## src/design/rope_pkg.sv

```systemverilog
// ----------------------------------------------------------------------------
// Rotary embedding package
// Shared widths, status codes and the CORDIC arctangent table.
// ----------------------------------------------------------------------------
package rope_pkg;

  localparam int FreqW = 40;
  localparam int SampW = 16;
  localparam int PosW = 16;
  localparam int IdxW = 6;
  localparam int PairW = 7;
  localparam int GuardBits = 14;
  localparam int DataW = 36;
  localparam int AngW = 33;
  localparam int AtanLen = 24;
  localparam logic signed [31:0] GainQ30 = 32'sd652032874;

  typedef logic [1:0] status_t;
  localparam status_t StatusOk = 2'd0;
  localparam status_t StatusRange = 2'd1;
  localparam status_t StatusLoad = 2'd2;

  typedef logic signed [DataW-1:0] data_t;
  typedef logic signed [AngW-1:0] ang_t;

  typedef struct packed {
    logic rot;
    status_t status;
  } tag_t;

  function automatic ang_t atan_turns(input int i);
    logic [31:0] v;
    case (i)
      0: v = 32'h20000000;
      1: v = 32'h12E4051E;
      2: v = 32'h09FB385B;
      3: v = 32'h051111D4;
      4: v = 32'h028B0D43;
      5: v = 32'h0145D7E1;
      6: v = 32'h00A2F61E;
      7: v = 32'h00517C55;
      8: v = 32'h0028BE53;
      9: v = 32'h00145F2F;
      10: v = 32'h000A2F98;
      11: v = 32'h000517CC;
      12: v = 32'h00028BE6;
      13: v = 32'h000145F3;
      14: v = 32'h0000A2FA;
      15: v = 32'h0000517D;
      16: v = 32'h000028BE;
      17: v = 32'h0000145F;
      18: v = 32'h00000A30;
      19: v = 32'h00000518;
      20: v = 32'h0000028C;
      21: v = 32'h00000146;
      22: v = 32'h000000A3;
      23: v = 32'h00000051;
      default: v = 32'h0;
    endcase
    return ang_t'({1'b0, v});
  endfunction

endpackage

```

## src/design/rope_cordic_stage.sv

```systemverilog
// ----------------------------------------------------------------------------
// Rotary embedding CORDIC stage
// One registered micro-rotation with a fixed shift and a carried tag.
// ----------------------------------------------------------------------------
module rope_cordic_stage #(
  parameter int Shift = 0
) (
  input  logic clk,
  input  logic rst,
  input  logic en,
  input  logic in_valid,
  input  rope_pkg::data_t in_x,
  input  rope_pkg::data_t in_y,
  input  rope_pkg::ang_t in_z,
  input  rope_pkg::tag_t in_tag,
  output logic out_valid,
  output rope_pkg::data_t out_x,
  output rope_pkg::data_t out_y,
  output rope_pkg::ang_t out_z,
  output rope_pkg::tag_t out_tag
);
  import rope_pkg::*;

  data_t x_sh;
  data_t y_sh;
  ang_t a;

  assign x_sh = in_x >>> Shift;
  assign y_sh = in_y >>> Shift;
  assign a = atan_turns(Shift);

  always_ff @(posedge clk) begin
    if (rst) begin
      out_valid <= 1'b0;
    end else if (en) begin
      out_valid <= in_valid;
    end
  end

  always_ff @(posedge clk) begin
    if (en) begin
      out_tag <= in_tag;
      if (!in_z[AngW-1]) begin
        out_x <= in_x - y_sh;
        out_y <= in_y + x_sh;
        out_z <= in_z - a;
      end else begin
        out_x <= in_x + y_sh;
        out_y <= in_y - x_sh;
        out_z <= in_z + a;
      end
    end
  end
endmodule

```

## config.mk

```make
export PLATFORM = sky130hd
export DESIGN_NAME = rope_cordic_stage
export DESIGN_NICKNAME = d
export VERILOG_FILES = /design/src/design/rope_pkg.sv /design/src/design/rope_cordic_stage.sv
export SDC_FILE = /design/constraint.sdc
export NUM_CORES = 1
export LEC_CHECK = 0
export ABC_CLOCK_PERIOD_IN_PS = 2900
export BUFFER_PORTS_ARGS = -buffer_cell sky130_fd_sc_hd__buf_2
export CAP_MARGIN = 20
export CORE_ASPECT_RATIO = 1.2
export CORE_UTILIZATION = 40
export DETAILED_ROUTE_END_ITERATION = 10
export PLACE_DENSITY = 0.61
export SYNTH_ARGS = -nofsm -noshare
export SYNTH_HDL_FRONTEND = slang
export SYNTH_SLANG_ARGS = --single-unit
```

## constraint.sdc

```tcl
create_clock -name clk -period 2.9 [get_ports clk]
set_clock_uncertainty 0.15 [all_clocks]
set_input_delay 0.29 -clock clk [delete_from_list [all_inputs] [get_ports clk]]
set_output_delay 0.29 -clock clk [all_outputs]
set_load 0.005 [all_outputs]
```

==> report_table.html <==
<table>
<tr><th>Metric</th><th>Value</th></tr>
<tr><th colspan="2">Outcome</th></tr>
<tr><td>Violations in the final reports</td><td>negative setup slack</td></tr>
<tr><td>Run status</td><td>finished, violations left</td></tr>
<tr><th colspan="2">Setup path</th></tr>
<tr><td>Type of the setup path with the least slack</td><td>in -&gt; reg</td></tr>
<tr><td>Largest stage delay on the critical path</td><td>0.53 ns</td></tr>
<tr><td>Worst Path Required</td><td>2.87 ns</td></tr>
<tr><td>Termination of the worst setup path</td><td>out_x[35]</td></tr>
<tr><td>Startpoint of the most critical register-to-register path</td><td>out_valid</td></tr>
<tr><td>Capture instance of the worst register-to-register path</td><td>out_valid</td></tr>
<tr><td>Kind of start point of the critical path</td><td>input port</td></tr>
<tr><td>Cell depth of the worst flop-to-flop path</td><td>2</td></tr>
<tr><td>Source of the critical timing path</td><td>in_y[10]</td></tr>
<tr><td>Worst-path cell chain</td><td>buf_8 -&gt; ha_4 -&gt; or4_4 -&gt; or4b_4 -&gt; a21oi_4 -&gt; o31a_4 -&gt; o21ai_4 -&gt; and3_4 -&gt; a211oi_4 -&gt; o311a_1 -&gt; a211oi_2</td></tr>
<tr><td>Minimum setup slack among reg-to-reg paths</td><td>2.16 ns</td></tr>
<tr><td>Crit-path slowest cell</td><td>sky130_fd_sc_hd__or4_4</td></tr>
<tr><td>Crit path arrival time</td><td>2.94 ns</td></tr>
<tr><td>Largest fanout on the critical path</td><td>4</td></tr>
<tr><td>CP endpoint kind</td><td>flop</td></tr>
<tr><th colspan="2">Floorplanning</th></tr>
<tr><td>Top-level I/O count</td><td>221</td></tr>
<tr><td>Die extent in y</td><td>172.8 um</td></tr>
<tr><td>Die ar.</td><td>24930 um^2</td></tr>
<tr><td>Starting Density</td><td>40.69%</td></tr>
<tr><td>Num rows</td><td>62</td></tr>
<tr><td>Floorplan die width</td><td>144.3 um</td></tr>
<tr><td>Area of the placeable core</td><td>23890 um^2</td></tr>
<tr><th colspan="2">Finish</th></tr>
<tr><td>Post-route cell area</td><td>14280 um^2</td></tr>
<tr><td>Nets</td><td>1831</td></tr>
<tr><td>Count of non-filler cells in the finished layout</td><td>1933</td></tr>
<tr><td>Number of antenna repair diodes</td><td>0</td></tr>
<tr><td>Number of fillers in the final layout</td><td>2226</td></tr>
<tr><td>Area growth from synthesis to layout</td><td>46.88%</td></tr>
<tr><td>Share of post-route cells with drive strength above 1</td><td>37.32%</td></tr>
<tr><th colspan="2">STA</th></tr>
<tr><td>Worst Setup Slack, final</td><td>-0.06908 ns</td></tr>
<tr><td>RSZ-0062 raised after global routing</td><td>yes</td></tr>
<tr><td>Highest Clock Rate</td><td>336.8 MHz</td></tr>
<tr><td>Final worst path period share</td><td>102.4%</td></tr>
<tr><td>Relative slew slack</td><td>44.60%</td></tr>
<tr><td>Number of setup violations in the final report</td><td>6</td></tr>
<tr><td>Final Hold Fails</td><td>0</td></tr>
<tr><td>Final count of pins violating max slew</td><td>0</td></tr>
<tr><td>Clock period minus worst slack</td><td>2.969 ns</td></tr>
<tr><td>Slew @ Worst Pin</td><td>0.8195 ns</td></tr>
<tr><td>Summed negative setup slack over all endpoints</td><td>-0.1700 ns</td></tr>
<tr><th colspan="2">GRT</th></tr>
<tr><td>Total grt overflow</td><td>0</td></tr>
<tr><td>Global-route wire length before repair</td><td>52940 um</td></tr>
<tr><td>Antenna violations before repair</td><td>0</td></tr>
<tr><td>Maximum number of pins on one net before global-route repair</td><td>109</td></tr>
<tr><td>Vias in the first global route</td><td>10156</td></tr>
<tr><td>Overall track demand over capacity in global routing</td><td>27.75%</td></tr>
<tr><th colspan="2">Detailed routing</th></tr>
<tr><td>Violation count after the first detailed-routing iteration</td><td>726</td></tr>
<tr><td>Detail Route Antenna Nets</td><td>0</td></tr>
<tr><td>Detailed-router iteration count before antenna repair</td><td>5</td></tr>
<tr><td>Average wire per cell in the routed design</td><td>17.81 um</td></tr>
<tr><td>Wire length after detailed routing</td><td>34430 um</td></tr>
<tr><td>Residual DRC count</td><td>0</td></tr>
<tr><td>Total via count after detailed routing</td><td>10234</td></tr>
<tr><td>Vias per inst</td><td>5.294</td></tr>
<tr><th colspan="2">Placed design</th></tr>
<tr><td>Placer Congestion</td><td>1.009</td></tr>
<tr><td>Placed wire-length estimate</td><td>27480 um</td></tr>
<tr><td>Buffers on Ports</td><td>220</td></tr>
<tr><td>Post-detailed-placement cell area</td><td>13330 um^2</td></tr>
<tr><td>Cell count after placement</td><td>1883</td></tr>
<tr><th colspan="2">Synthesis</th></tr>
<tr><td>EDFF count, synth</td><td>107</td></tr>
<tr><td>Cell types with the highest counts after synthesis</td><td>sky130_fd_sc_hd__a21oi_1 (144), sky130_fd_sc_hd__inv_1 (109), sky130_fd_sc_hd__edfxtp_1 (107), sky130_fd_sc_hd__ha_1 (107), sky130_fd_sc_hd__o21ai_0 (80)</td></tr>
<tr><td>Prevailing post-synth register cell</td><td>sky130_fd_sc_hd__edfxtp_1</td></tr>
<tr><td>Synth top area share</td><td>33.05%</td></tr>
<tr><td>Register bit count reported by yosys</td><td>108</td></tr>
<tr><td>Synth Net Count</td><td>1324</td></tr>
<tr><td>Register area share after synthesis</td><td>33.26%</td></tr>
<tr><td>Instance count of the mapped netlist</td><td>1101</td></tr>
<tr><td>Unique masters post-synth</td><td>70</td></tr>
<tr><td>Cells taking the most area after synthesis</td><td>sky130_fd_sc_hd__edfxtp_1 (33%), sky130_fd_sc_hd__ha_1 (14%), sky130_fd_sc_hd__a21oi_1 (7.4%), sky130_fd_sc_hd__xnor2_1 (5.3%), sky130_fd_sc_hd__inv_1 (4.2%)</td></tr>
<tr><td>Most frequent cell after synthesis</td><td>sky130_fd_sc_hd__a21oi_1</td></tr>
<tr><td>Mapped cell area</td><td>9722 um^2</td></tr>
<tr><td>Mean area per synthesized cell</td><td>8.830 um^2</td></tr>
<tr><td>Post-synth top area cell</td><td>sky130_fd_sc_hd__edfxtp_1</td></tr>
<tr><td>Number of warning messages in the yosys log</td><td>0</td></tr>
<tr><td>Async S/R FF share, synth</td><td>0%</td></tr>
<tr><th colspan="2">Pwr</th></tr>
<tr><td>Total power per unit cell area</td><td>404.0 nW/um^2</td></tr>
<tr><td>Maximum vdd drop</td><td>0.2742 mV</td></tr>
<tr><td>Leak pwr</td><td>6.624 nW</td></tr>
<tr><th colspan="2">Clocking</th></tr>
<tr><td>Max H-tree Level</td><td>3</td></tr>
<tr><td>Number of sinks driven by the clock tree</td><td>108</td></tr>
<tr><td>Clk buf depth</td><td>2</td></tr>
<tr><td>CTS tree</td><td>built</td></tr>
<tr><td>Source-to-sink clock delay at the later pin of the worst-skew pair</td><td>0.36 ns</td></tr>
<tr><td>Clock slew seen by the registers of the worst setup and hold paths</td><td>0.08 ns</td></tr>
<tr><td>CTS root buf</td><td>sky130_fd_sc_hd__clkbuf_16</td></tr>
<tr><td>CTS Buf Count</td><td>9</td></tr>
<tr><th colspan="2">Worst hold path</th></tr>
<tr><td>Hold Crit Depth</td><td>3</td></tr>
<tr><td>Path category of the worst min-delay check</td><td>in -&gt; reg</td></tr>
<tr><th colspan="2">Run</th></tr>
<tr><td>Total of max-cap violations</td><td>0</td></tr>
</table>
kinds of logic (layout without fill, tap and decap cells):
logic type	Yosys count	after routing	share of synthesized area, %
compound gates	388	388	25.46
simple gates	247	247	12.32
buf+inv	161	673	6.409
fa+ha+maj	111	111	14.59
flops	108	108	33.26
xor+xnor	69	69	6.216
mux	17	17	1.750
placed cells by master, fill, tap and decap left out, types with 7 or more instances in the layout:
| cell | Yosys | routed |
|---|---|---|
| sky130_fd_sc_hd__buf_4 | 2 | 291 |
| sky130_fd_sc_hd__buf_2 | 9 | 213 |
| sky130_fd_sc_hd__a21oi_1 | 144 | 136 |
| sky130_fd_sc_hd__edfxtp_1 | 107 | 107 |
| sky130_fd_sc_hd__inv_1 | 109 | 104 |
| sky130_fd_sc_hd__ha_1 | 107 | 95 |
| sky130_fd_sc_hd__o21ai_0 | 80 | 77 |
| sky130_fd_sc_hd__nor2_1 | 71 | 70 |
| sky130_fd_sc_hd__xnor2_1 | 59 | 59 |
| sky130_fd_sc_hd__nand2_1 | 56 | 56 |
| sky130_fd_sc_hd__dlygate4sd3_1 | 0 | 33 |
| sky130_fd_sc_hd__nor3_1 | 29 | 28 |
| sky130_fd_sc_hd__o21bai_1 | 29 | 28 |
| sky130_fd_sc_hd__a21o_1 | 26 | 26 |
| sky130_fd_sc_hd__mux2i_1 | 17 | 17 |
| sky130_fd_sc_hd__nand3_1 | 16 | 16 |
| sky130_fd_sc_hd__nor2b_1 | 15 | 15 |
| sky130_fd_sc_hd__o31ai_1 | 15 | 14 |
| sky130_fd_sc_hd__nand4_1 | 11 | 11 |
| sky130_fd_sc_hd__a211oi_1 | 14 | 11 |
| sky130_fd_sc_hd__xor2_1 | 10 | 10 |
| sky130_fd_sc_hd__o211ai_1 | 9 | 9 |
| sky130_fd_sc_hd__clkbuf_16 | 0 | 9 |
| sky130_fd_sc_hd__ha_4 | 0 | 8 |
| sky130_fd_sc_hd__or3_1 | 7 | 7 |
| sky130_fd_sc_hd__or2_2 | 8 | 7 |
| sky130_fd_sc_hd__a21oi_2 | 0 | 7 |
final cells by class:
cell class	instances	area (um^2)	area share, %
multi-input combinational	832	6223	43.58
sequential	108	3233	22.64
clock inverter	2	17.52	0.1227
clock buffer	14	264.0	1.849
inverter	111	434.2	3.040
tap	320	400.4	2.804
timing repair buffer	546	3707	25.96
metal layers:
metal | global-route usage [%] | share of wire (%) | vias to the layer above
met3 | 3.102 | 5.2 | 69
met2 | 49.00 | 50 | 387
met1 | 33.58 | 41 | 4763
met5 | 0 | 0 | -
met4 | 11.71 | 3.7 | 0
li1 | - | - | 5015
what timing repair did:
action,CTS,global route
resized for setup,27,42
pin swaps,8,28
setup buffers,0,1
setup endpoints to repair,21,34
hold buffers,33,0
endpoints found under the hold margin,33,0
report_power, final:
part | internal [mW] | switching [mW] | leakage, nW | total [mW]
registers | 2.01 | 0.0661 | 1.06 | 2.08
clock network | 0.637 | 0.587 | 0.137 | 1.22
logic | 1.19 | 1.28 | 5.43 | 2.47
total | 3.84 | 1.93 | 6.62 | 5.77
registers in the layout, summed over array words and instances (netlist names):
signal	cells
out_tag	3
out_valid	1
out_x	36
out_y	35
out_z	33
through the flow:
stage	total power, mW	utilization (%)	worst slack, ns	hold WS [ns]
2_1_floorplan	3.243	-	-0.06060	0.2124
3_3_place_gp	4.421	55.79	-0.4685	0.2996
3_5_place_dp	4.437	55.79	-0.5578	0.2997
4_1_cts	5.740	58.97	-0.001799	0.006840
5_1_grt	6.079	59.77	-0.1236	0.04402
6_report	5.769	59.77	-0.06908	0.01223
critical path: cells and delay by family:
kind | cells | cell delay, ns
adder cells (fa/ha/maj) | 1 | 0.24
buffers and inverters | 1 | 0.10
AO/OA/AOI/OAI | 6 | 1.06
AND/OR/NAND/NOR | 3 | 1.25
how the worst min path moves through the flow:
stage	start	end	slack (ns)
floorplan	rst	out_valid	0.21
global placement	rst	out_valid	0.30
detailed placement	rst	out_valid	0.30
CTS	in_valid	out_valid	0.007
global route	in_valid	out_valid	0.04
finish	in_valid	out_valid	0.01
Power figures use the tool's default switching activity.
